<file path="config.mk">
export PLATFORM = sky130hd
export DESIGN_NAME = line_rasterizer
export DESIGN_NICKNAME = d
export VERILOG_FILES = /design/src/lr_pkg.sv /design/src/line_rasterizer.sv /design/src/lr_div.sv /design/src/lr_dp.sv /design/src/lr_ctrl.sv
export SDC_FILE = /design/constraint.sdc
export NUM_CORES = 1
export LEC_CHECK = 0
export BUFFER_PORTS_ARGS = -buffer_cell sky130_fd_sc_hd__clkbuf_2
export CORE_MARGIN = 4
export CORE_UTILIZATION = 59
export DETAILED_ROUTE_END_ITERATION = 8
export GPL_TIMING_DRIVEN = 0
export PLACE_DENSITY = 0.81
export SYNTH_ARGS = -nofsm -noshare
export SYNTH_HDL_FRONTEND = slang
export SYNTH_HIERARCHICAL = 1
export SYNTH_SLANG_ARGS = --single-unit
</file>
<file path="constraint.sdc">
create_clock -name clk -period 5.2 [get_ports clk]
set_input_delay 1.56 -clock clk [delete_from_list [all_inputs] [get_ports clk]]
set_output_delay 1.56 -clock clk [all_outputs]
set_load 0.05 [all_outputs]
</file>
<file path="src/lr_pkg.sv">
// Shared types and constants for the line rasterizer.
// No dependencies; imported by every module of the block.
package lr_pkg;

    localparam int GRID_SIZE_DEF = 32;
    localparam int COORD_W       = 5;
    localparam int PIX_X_W       = 6;
    localparam int VALUE_W       = 32;

    typedef enum logic [1:0] {
        SRC_COL  = 2'd0,
        SRC_GAP  = 2'd1,
        SRC_VRUN = 2'd2
    } pix_src_t;

    typedef struct packed {
        logic     capture;
        logic     div_start;
        logic     emit;
        pix_src_t src;
        logic     last;
        logic     gap_init;
        logic     row_inc;
        logic     advance;
    } dp_cmd_t;

    typedef struct packed {
        logic vert;
        logic gap_need;
        logic gap_last;
        logic at_end;
        logic row_at_hi;
        logic div_busy;
        logic emit_ok;
    } dp_stat_t;

endpackage

</file>
<file path="src/line_rasterizer.sv">
// Line rasterizer: one line command in, its pixel writes out in order.
// Command channel: cmd_valid/cmd_ready carry start_x, start_y, end_x, end_y
// and paint_value. Pixel channel: pix_valid/pix_ready carry pixel_x,
// pixel_y, pixel_value and last_pixel, which marks the final word of a line.
// One command is worked at a time; cmd_ready is high only while idle, and
// drops for the whole line once a command is taken.
// A vertical line or single point goes from capture through the prep state
// straight to its vertical run; any other line first runs the bit-serial
// slope divide in the divide state, then goes on to its column words.
// After that, one pixel word goes out per cycle while pix_ready stays high.
// The last word sits in the output register while the next command is taken.
// A stall on pix_ready holds the output word and the emitting states.
// Reset clears the controller to idle and empties the output register.
// Depends on lr_pkg, lr_ctrl, lr_dp.
module line_rasterizer #(
    parameter int GRID_SIZE = lr_pkg::GRID_SIZE_DEF
) (
    input  logic                       clk,
    input  logic                       rst_n,
    input  logic                       cmd_valid,
    output logic                       cmd_ready,
    input  logic [lr_pkg::COORD_W-1:0] start_x,
    input  logic [lr_pkg::COORD_W-1:0] start_y,
    input  logic [lr_pkg::COORD_W-1:0] end_x,
    input  logic [lr_pkg::COORD_W-1:0] end_y,
    input  logic [lr_pkg::VALUE_W-1:0] paint_value,
    output logic                       pix_valid,
    input  logic                       pix_ready,
    output logic [lr_pkg::PIX_X_W-1:0] pixel_x,
    output logic [lr_pkg::COORD_W-1:0] pixel_y,
    output logic [lr_pkg::VALUE_W-1:0] pixel_value,
    output logic                       last_pixel
);
    import lr_pkg::*;

    dp_cmd_t  dp_cmd;
    dp_stat_t dp_stat;

    lr_ctrl u_ctrl (
        .clk       (clk),
        .rst_n     (rst_n),
        .cmd_valid (cmd_valid),
        .cmd_ready (cmd_ready),
        .stat      (dp_stat),
        .cmd       (dp_cmd)
    );

    lr_dp #(
        .GRID_SIZE (GRID_SIZE)
    ) u_dp (
        .clk         (clk),
        .rst_n       (rst_n),
        .cmd         (dp_cmd),
        .stat        (dp_stat),
        .start_x     (start_x),
        .start_y     (start_y),
        .end_x       (end_x),
        .end_y       (end_y),
        .paint_value (paint_value),
        .pix_valid   (pix_valid),
        .pix_ready   (pix_ready),
        .pixel_x     (pixel_x),
        .pixel_y     (pixel_y),
        .pixel_value (pixel_value),
        .last_pixel  (last_pixel)
    );

endmodule

</file>
<file path="src/lr_div.sv">
// Restoring divider for the slope: one quotient bit per cycle.
// Depends on lr_pkg.
module lr_div (
    input  logic                       clk,
    input  logic                       rst_n,
    input  logic                       start,
    input  logic [lr_pkg::COORD_W-1:0] dividend,
    input  logic [lr_pkg::COORD_W-1:0] divisor,
    output logic                       busy,
    output logic [lr_pkg::COORD_W-1:0] quot,
    output logic [lr_pkg::COORD_W-1:0] rem
);
    import lr_pkg::*;

    localparam int CNT_W = $clog2(COORD_W + 1);

    logic               busy_reg, busy_next;
    logic [CNT_W-1:0]   cnt_reg, cnt_next;
    logic [COORD_W-1:0] quo_reg, quo_next;
    logic [COORD_W-1:0] rem_reg, rem_next;
    logic [COORD_W:0]   trial;
    logic [COORD_W:0]   trial_sub;
    logic               fits;

    always_comb
    begin
        trial     = {rem_reg, quo_reg[COORD_W-1]};
        trial_sub = trial - {1'b0, divisor};
        fits      = trial >= {1'b0, divisor};
        busy_next = busy_reg;
        cnt_next  = cnt_reg;
        quo_next  = quo_reg;
        rem_next  = rem_reg;
        if (start)
        begin
            busy_next = 1'b1;
            cnt_next  = CNT_W'(COORD_W);
            quo_next  = dividend;
            rem_next  = '0;
        end
        else if (busy_reg)
        begin
            quo_next = {quo_reg[COORD_W-2:0], fits};
            rem_next = fits ? trial_sub[COORD_W-1:0] : trial[COORD_W-1:0];
            cnt_next = cnt_reg - CNT_W'(1);
            if (cnt_reg == CNT_W'(1))
            begin
                busy_next = 1'b0;
            end
        end
    end

    always_ff @(posedge clk or negedge rst_n)
    begin
        if (!rst_n)
        begin
            busy_reg <= 1'b0;
            cnt_reg  <= '0;
        end
        else
        begin
            busy_reg <= busy_next;
            cnt_reg  <= cnt_next;
        end
    end

    always_ff @(posedge clk)
    begin
        quo_reg <= quo_next;
        rem_reg <= rem_next;
    end

    assign busy = busy_reg;
    assign quot = quo_reg;
    assign rem  = rem_reg;

endmodule

</file>
<file path="src/lr_dp.sv">
// Datapath: endpoint capture, column stepping, gap rows and the output register.
// Depends on lr_pkg and lr_div.
module lr_dp #(
    parameter int GRID_SIZE = lr_pkg::GRID_SIZE_DEF
) (
    input  logic                       clk,
    input  logic                       rst_n,
    input  lr_pkg::dp_cmd_t            cmd,
    output lr_pkg::dp_stat_t           stat,
    input  logic [lr_pkg::COORD_W-1:0] start_x,
    input  logic [lr_pkg::COORD_W-1:0] start_y,
    input  logic [lr_pkg::COORD_W-1:0] end_x,
    input  logic [lr_pkg::COORD_W-1:0] end_y,
    input  logic [lr_pkg::VALUE_W-1:0] paint_value,
    output logic                       pix_valid,
    input  logic                       pix_ready,
    output logic [lr_pkg::PIX_X_W-1:0] pixel_x,
    output logic [lr_pkg::COORD_W-1:0] pixel_y,
    output logic [lr_pkg::VALUE_W-1:0] pixel_value,
    output logic                       last_pixel
);
    import lr_pkg::*;

    localparam logic [COORD_W-1:0] COORD_MAX = COORD_W'(GRID_SIZE - 1);

    logic [COORD_W-1:0] cx1, cy1, cx2, cy2;
    logic [COORD_W-1:0] lx, ly, rx, ry;
    logic               swap, in_rise;

    logic [PIX_X_W-1:0] x_reg;
    logic [COORD_W-1:0] x_end_reg;
    logic [COORD_W-1:0] y_reg, prev_reg, row_reg, y_end_reg;
    logic [COORD_W-1:0] dx_reg, dy_reg, r_reg;
    logic               rise_reg, vert_reg;
    logic [VALUE_W-1:0] value_reg;

    logic [COORD_W-1:0] quot, rem;
    logic               div_busy;

    logic [COORD_W:0]   sum, r_diff, step, y_wide;
    logic               carry;
    logic [COORD_W-1:0] r_new, y_next;

    logic [PIX_X_W-1:0] sel_x;
    logic [COORD_W-1:0] sel_y;
    logic               gap_last;

    logic               pix_valid_reg;
    logic [PIX_X_W-1:0] pix_x_reg;
    logic [COORD_W-1:0] pix_y_reg;
    logic [VALUE_W-1:0] pix_value_reg;
    logic               last_reg;

    function automatic logic [COORD_W-1:0] clamp(input logic [COORD_W-1:0] c);
        return (c > COORD_MAX) ? COORD_MAX : c;
    endfunction

    lr_div u_div (
        .clk      (clk),
        .rst_n    (rst_n),
        .start    (cmd.div_start),
        .dividend (dy_reg),
        .divisor  (dx_reg),
        .busy     (div_busy),
        .quot     (quot),
        .rem      (rem)
    );

    always_comb
    begin
        cx1     = clamp(start_x);
        cy1     = clamp(start_y);
        cx2     = clamp(end_x);
        cy2     = clamp(end_y);
        swap    = cx1 > cx2;
        lx      = swap ? cx2 : cx1;
        ly      = swap ? cy2 : cy1;
        rx      = swap ? cx1 : cx2;
        ry      = swap ? cy1 : cy2;
        in_rise = ry > ly;
    end

    always_comb
    begin
        sum    = {1'b0, r_reg} + {1'b0, rem};
        carry  = sum >= {1'b0, dx_reg};
        r_diff = sum - {1'b0, dx_reg};
        r_new  = carry ? r_diff[COORD_W-1:0] : sum[COORD_W-1:0];
        step   = {1'b0, quot} + {{COORD_W{1'b0}}, carry};
        y_wide = rise_reg ? ({1'b0, y_reg} + step) : ({1'b0, y_reg} - step);
        y_next = y_wide[COORD_W-1:0];
    end

    always_comb
    begin
        gap_last = rise_reg ? (row_reg == y_reg) : (row_reg == prev_reg - COORD_W'(1));
        case (cmd.src)
            SRC_COL:
            begin
                sel_x = x_reg;
                sel_y = y_reg;
            end
            SRC_GAP:
            begin
                if (!gap_last)
                begin
                    sel_x = x_reg;
                end
                else if (rise_reg)
                begin
                    sel_x = x_reg + PIX_X_W'(1);
                end
                else
                begin
                    sel_x = x_reg - PIX_X_W'(1);
                end
                sel_y = row_reg;
            end
            SRC_VRUN:
            begin
                sel_x = x_reg;
                sel_y = row_reg;
            end
            default:
            begin
                sel_x = x_reg;
                sel_y = y_reg;
            end
        endcase
    end

    always_comb
    begin
        stat.vert      = vert_reg;
        stat.gap_need  = rise_reg ? ({1'b0, y_reg} > ({1'b0, prev_reg} + 6'd1))
                                  : (({1'b0, y_reg} + 6'd1) < {1'b0, prev_reg});
        stat.gap_last  = gap_last;
        stat.at_end    = x_reg == {1'b0, x_end_reg};
        stat.row_at_hi = row_reg == y_end_reg;
        stat.div_busy  = div_busy;
        stat.emit_ok   = !pix_valid_reg || pix_ready;
    end

    always_ff @(posedge clk)
    begin
        if (cmd.capture)
        begin
            x_reg     <= {1'b0, lx};
            x_end_reg <= rx;
            y_reg     <= ly;
            prev_reg  <= ly;
            r_reg     <= '0;
            dx_reg    <= rx - lx;
            dy_reg    <= in_rise ? (ry - ly) : (ly - ry);
            rise_reg  <= in_rise;
            vert_reg  <= cx1 == cx2;
            row_reg   <= (cy1 < cy2) ? cy1 : cy2;
            y_end_reg <= (cy1 < cy2) ? cy2 : cy1;
            value_reg <= paint_value;
        end
        else
        begin
            if (cmd.gap_init)
            begin
                row_reg <= rise_reg ? (prev_reg + COORD_W'(1)) : y_reg;
            end
            else if (cmd.row_inc)
            begin
                row_reg <= row_reg + COORD_W'(1);
            end
            if (cmd.advance)
            begin
                x_reg    <= x_reg + PIX_X_W'(1);
                prev_reg <= y_reg;
                y_reg    <= y_next;
                r_reg    <= r_new;
            end
        end
    end

    always_ff @(posedge clk or negedge rst_n)
    begin
        if (!rst_n)
        begin
            pix_valid_reg <= 1'b0;
        end
        else if (cmd.emit)
        begin
            pix_valid_reg <= 1'b1;
        end
        else if (pix_ready)
        begin
            pix_valid_reg <= 1'b0;
        end
    end

    always_ff @(posedge clk)
    begin
        if (cmd.emit)
        begin
            pix_x_reg     <= sel_x;
            pix_y_reg     <= sel_y;
            pix_value_reg <= value_reg;
            last_reg      <= cmd.last;
        end
    end

    assign pix_valid   = pix_valid_reg;
    assign pixel_x     = pix_x_reg;
    assign pixel_y     = pix_y_reg;
    assign pixel_value = pix_value_reg;
    assign last_pixel  = last_reg;

endmodule

</file>
<file path="src/lr_ctrl.sv">
// Controller: sequences capture, slope divide, column, gap and vertical-run words.
// Depends on lr_pkg.
module lr_ctrl (
    input  logic             clk,
    input  logic             rst_n,
    input  logic             cmd_valid,
    output logic             cmd_ready,
    input  lr_pkg::dp_stat_t stat,
    output lr_pkg::dp_cmd_t  cmd
);
    import lr_pkg::*;

    typedef enum logic [5:0] {
        ST_IDLE = 6'b000001,
        ST_PREP = 6'b000010,
        ST_DIV  = 6'b000100,
        ST_COL  = 6'b001000,
        ST_GAP  = 6'b010000,
        ST_VRUN = 6'b100000
    } state_t;

    state_t state_reg, state_next;

    always_comb
    begin
        state_next = state_reg;
        cmd        = '0;
        cmd.src    = SRC_COL;
        cmd_ready  = 1'b0;
        case (state_reg)
            ST_IDLE:
            begin
                cmd_ready = 1'b1;
                if (cmd_valid)
                begin
                    cmd.capture = 1'b1;
                    state_next  = ST_PREP;
                end
            end
            ST_PREP:
            begin
                if (stat.vert)
                begin
                    state_next = ST_VRUN;
                end
                else
                begin
                    cmd.div_start = 1'b1;
                    state_next    = ST_DIV;
                end
            end
            ST_DIV:
            begin
                if (!stat.div_busy)
                begin
                    state_next = ST_COL;
                end
            end
            ST_COL:
            begin
                if (stat.emit_ok)
                begin
                    cmd.emit = 1'b1;
                    cmd.src  = SRC_COL;
                    cmd.last = stat.at_end && !stat.gap_need;
                    if (stat.gap_need)
                    begin
                        cmd.gap_init = 1'b1;
                        state_next   = ST_GAP;
                    end
                    else if (stat.at_end)
                    begin
                        state_next = ST_IDLE;
                    end
                    else
                    begin
                        cmd.advance = 1'b1;
                    end
                end
            end
            ST_GAP:
            begin
                if (stat.emit_ok)
                begin
                    cmd.emit = 1'b1;
                    cmd.src  = SRC_GAP;
                    cmd.last = stat.at_end && stat.gap_last;
                    if (!stat.gap_last)
                    begin
                        cmd.row_inc = 1'b1;
                    end
                    else if (stat.at_end)
                    begin
                        state_next = ST_IDLE;
                    end
                    else
                    begin
                        cmd.advance = 1'b1;
                        state_next  = ST_COL;
                    end
                end
            end
            ST_VRUN:
            begin
                if (stat.emit_ok)
                begin
                    cmd.emit = 1'b1;
                    cmd.src  = SRC_VRUN;
                    cmd.last = stat.row_at_hi;
                    if (stat.row_at_hi)
                    begin
                        state_next = ST_IDLE;
                    end
                    else
                    begin
                        cmd.row_inc = 1'b1;
                    end
                end
            end
            default:
            begin
                state_next = ST_IDLE;
            end
        endcase
    end

    always_ff @(posedge clk or negedge rst_n)
    begin
        if (!rst_n)
        begin
            state_reg <= ST_IDLE;
        end
        else
        begin
            state_reg <= state_next;
        end
    end

endmodule

</file>
==> summary.json <==
{
  "result_of_the_run": {"value": "complete, no violations"},
  "core_area": {"value": 14000, "unit": "um^2"},
  "final_period_minus_worst_setup_slack": {"value": 4.95, "unit": "ns"},
  "synthesis.nets": {"value": 885},
  "synth_edf_count": {"value": 123},
  "layout_worst_path_cycle_share": {"value": 95.1, "unit": "%"},
  "worstSetupStartpointType": {"value": "flip-flop"},
  "drc": {"value": 0},
  "count_of_cells_along_the_worst_register_to_register_path": {"value": 24},
  "synthFlopType": {"value": "edfxtp_1"},
  "regToRegSetupSlack": {"value": 0.25, "unit": "ns"},
  "grt_start_max_net_pins": {"value": 40},
  "holdPathEnd": {"value": "u_dp/pixel_value[12]"},
  "timing.slew.headroom": {"value": 53.3, "unit": "%"},
  "master_of_the_slowest_instance_on_the_critical_path": {"value": "dfxtp_4"},
  "drt-wirelength-per-cell": {"value": 16.7, "unit": "um"},
  "port_buffers": {"value": 101},
  "vdd_drop_max": {"value": 0.000314, "unit": "V"},
  "timing.max_cap.violations": {"value": 0},
  "number_of_setup_violations_in_the_final_report": {"value": 0},
  "arrival_time_at_the_worst_endpoint": {"value": 5.12, "unit": "ns"},
  "most_used_cells_in_the_layout_excluding_fill_and_tap_cells": {"value": "edfxtp_1, clkbuf_2, inv_1"},
  "avgViaCountPerCell": {"value": 5.68},
  "dpl.hpwl": {"value": 13500, "unit": "um"},
  "ys_warn_count": {"value": 6},
  "nets": {"value": 1011},
  "fin_skew": {"value": 0.00959, "unit": "ns"},
  "power.density_cell_area": {"value": 648, "unit": "nW/um^2"},
  "critPathLaunch": {"value": "u_dp/u_div/rem[0]"},
  "initial_antenna_violation_count": {"value": 0},
  "leak_pwr": {"value": 0.00421, "unit": "uW"},
  "critical_path.max_stage_delay": {"value": 0.37, "unit": "ns"},
  "root_buffer": {"value": "clkbuf_16"},
  "die_width": {"value": 128, "unit": "um"},
  "clock_path_buffers": {"value": 2},
  "vias_in_the_first_global_route": {"value": 5845},
  "clock_sinks": {"value": 145},
  "placedInstanceArea": {"value": 9310, "unit": "um^2"},
  "initial_cell_density_of_the_core": {"value": 60.8, "unit": "%"},
  "holdCritPathClass": {"value": "flip-flop to flip-flop"},
  "worstSetupEndpointType": {"value": "flip-flop"},
  "gp_congestion": {"value": 0.900},
  "grt_pass1_wl": {"value": 29200, "unit": "um"},
  "layout_commonest_cell": {"value": "edfxtp_1"},
  "worstReg2RegEnd": {"value": "u_dp/y_reg[4]"},
  "max_clock_freq": {"value": 0.202, "unit": "GHz"},
  "ys_seq_area_share": {"value": 49.1, "unit": "%"},
  "rows": {"value": 43},
  "r2r-start": {"value": "u_dp/u_div/rem[0]"},
  "cts_tree": {"value": "done"},
  "cts_hold_buf": {"value": 0},
  "track_usage": {"value": 22.6, "unit": "%"},
  "required_time_worst_endpoint": {"value": 5.37, "unit": "ns"},
  "finalInstanceArea": {"value": 9960, "unit": "um^2"},
  "synthesis.area": {"value": 8530, "unit": "um^2"},
  "post_synth_cell_types": {"value": 73},
  "globalRoute.totalOverflow": {"value": 0},
  "die-height": {"value": 128, "unit": "um"},
  "detail-route-antenna-nets": {"value": 0},
  "io_pins": {"value": 102},
  "syn_inst": {"value": 763},
  "htree_levels": {"value": 4},
  "syn_area_per_cell": {"value": 11.2, "unit": "um^2"},
  "slew_violations": {"value": 0},
  "layout-drive-gt1-share": {"value": 21.8, "unit": "%"},
  "die_footprint": {"value": 16500, "unit": "um^2"},
  "synth.ff_latch_count": {"value": 145},
  "insertedDiodeCount": {"value": 0},
  "synth_async_sr_flop_share": {"value": 7.59, "unit": "%"},
  "crit_chain": {"value": "ha_1, inv_1, fa_1, nor2b_1, o21a_1, or3_1, and2_1, ha_1, a211o_1, a31oi_2, nand3_2, ha_2, ha_1, inv_1, ha_1, mux2_2, inv_1, fa_1, inv_1, a21o_1, a21oi_1, xnor2_1, xnor2_1, o21a_1"},
  "wl": {"value": 18100, "unit": "um"},
  "hold_path_stages": {"value": 0},
  "power": {"value": 6450, "unit": "uW"},
  "route.vias.total": {"value": 6147},
  "area_growth_syn_to_layout": {"value": 16.8, "unit": "%"},
  "drt_first_pass_iters": {"value": 5},
  "setup_tns": {"value": 0, "unit": "ns"},
  "critical_path.max_fanout": {"value": 5},
  "holdWs": {"value": 0.408, "unit": "ns"},
  "finalHoldViolations": {"value": 0},
  "hold_start": {"value": "u_dp/value_reg[12]"},
  "drt_iter0_markers": {"value": 550},
  "worstSkewPairLatency": {"value": 0.42, "unit": "ns"},
  "worstMarginPinSlew": {"value": 0.695, "unit": "ns"},
  "path_clk_slew": {"value": 0.06, "unit": "ns"},
  "cts_buffers": {"value": 17},
  "critical_path_class": {"value": "flip-flop to flip-flop"}
}
cells by family (layout without fill, tap and decap cells):
logic type / count (synthesis) / after routing / share of synthesized area, %
xor gates and xnor gates: 61 / 61 / 6.26
muxes: 43 / 43 / 5.38
DFF: 145 / 145 / 49.1
AOI/OAI and AO/OA: 161 / 161 / 12.8
and+or+nand+nor: 178 / 178 / 10.8
adders and majority gates: 66 / 66 / 10.2
buffers and inverters: 109 / 248 / 5.41
synthesized netlist by cell type, drive strengths merged (16+ instances only):
cell	number	area (um^2)
edfxtp	123	3690
mux2i	23	230
a21oi	50	250
a21o	16	120
ha	60	751
xnor2	42	368
inv	62	233
xor2	19	166
mux2	20	229
buf	18	120
clkbuf	29	109
nand3	19	95.1
nand2	33	124
nor2	49	184
o21ai	28	140
layer usage:
| layer | track usage (%) | part of all wire, % | vias to the layer above |
|---|---|---|---|
| met5 | 0 | 0 | - |
| met4 | 7.87 | 1.9 | 0 |
| met3 | 4.46 | 7.7 | 31 |
| met2 | 36.0 | 46 | 256 |
| met1 | 31.1 | 44 | 2853 |
| li1 | - | - | 3007 |
cell type report:
class	instances	area (um^2)
Sequential cell	145	4190
Timing Repair Buffer	107	576
Buffer	47	229
Tap cell	180	225
Inverter	62	233
Fill cell	1016	4080
Clock buffer	18	429
Multi-Input combinational cell	509	3900
Clock inverter	14	180
worst max-delay path by stage:
stage	endpoint	slack, ns	depth (start not counted)
global placement	u_dp/dy_reg[1]	-0.07	15
global route	u_dp/y_reg[4]	-0.02	24
finish	u_dp/y_reg[4]	0.25	24
CTS	u_dp/y_reg[4]	0.05	24
detailed placement	u_dp/dy_reg[4]	-0.08	16
floorplan	u_dp/prev_reg[4]	0.44	7
power by group:
part	internal [uW]	switching, uW	total (uW)	leakage, uW
Clock	761	484	1240	0.000287
Sequential	1780	232	2010	0.00136
Combinational	1350	1850	3200	0.00256
worst max-delay path: cells and delay by family (launching register included):
| family | cells | cell delay (ns) |
|---|---|---|
| fa+ha+maj | 7 | 1.67 |
| compound gates | 6 | 1.13 |
| simple gates | 4 | 0.72 |
| flops | 1 | 0.37 |
| buf+inv | 4 | 0.29 |
| mux | 1 | 0.28 |
| xor+xnor | 2 | 0.24 |
per-stage QoR:
stage / worst slack, ns / cells / utilization (%)
after floorplan: 0.445 / 763 / -
after global placement: -0.0742 / 1044 / 66.0
after detailed placement: -0.0791 / 1046 / 66.3
after CTS: 0.0531 / 1078 / 70.6
after global routing: -0.0185 / 1082 / 71.0
final: 0.254 / 1082 / 71.0
timing repair:
item,4_1_cts,5_1_grt
setup endpoints to repair,1,2
resized for setup,1,4
setup buffers,0,4
Power figures use the tool's default switching activity.
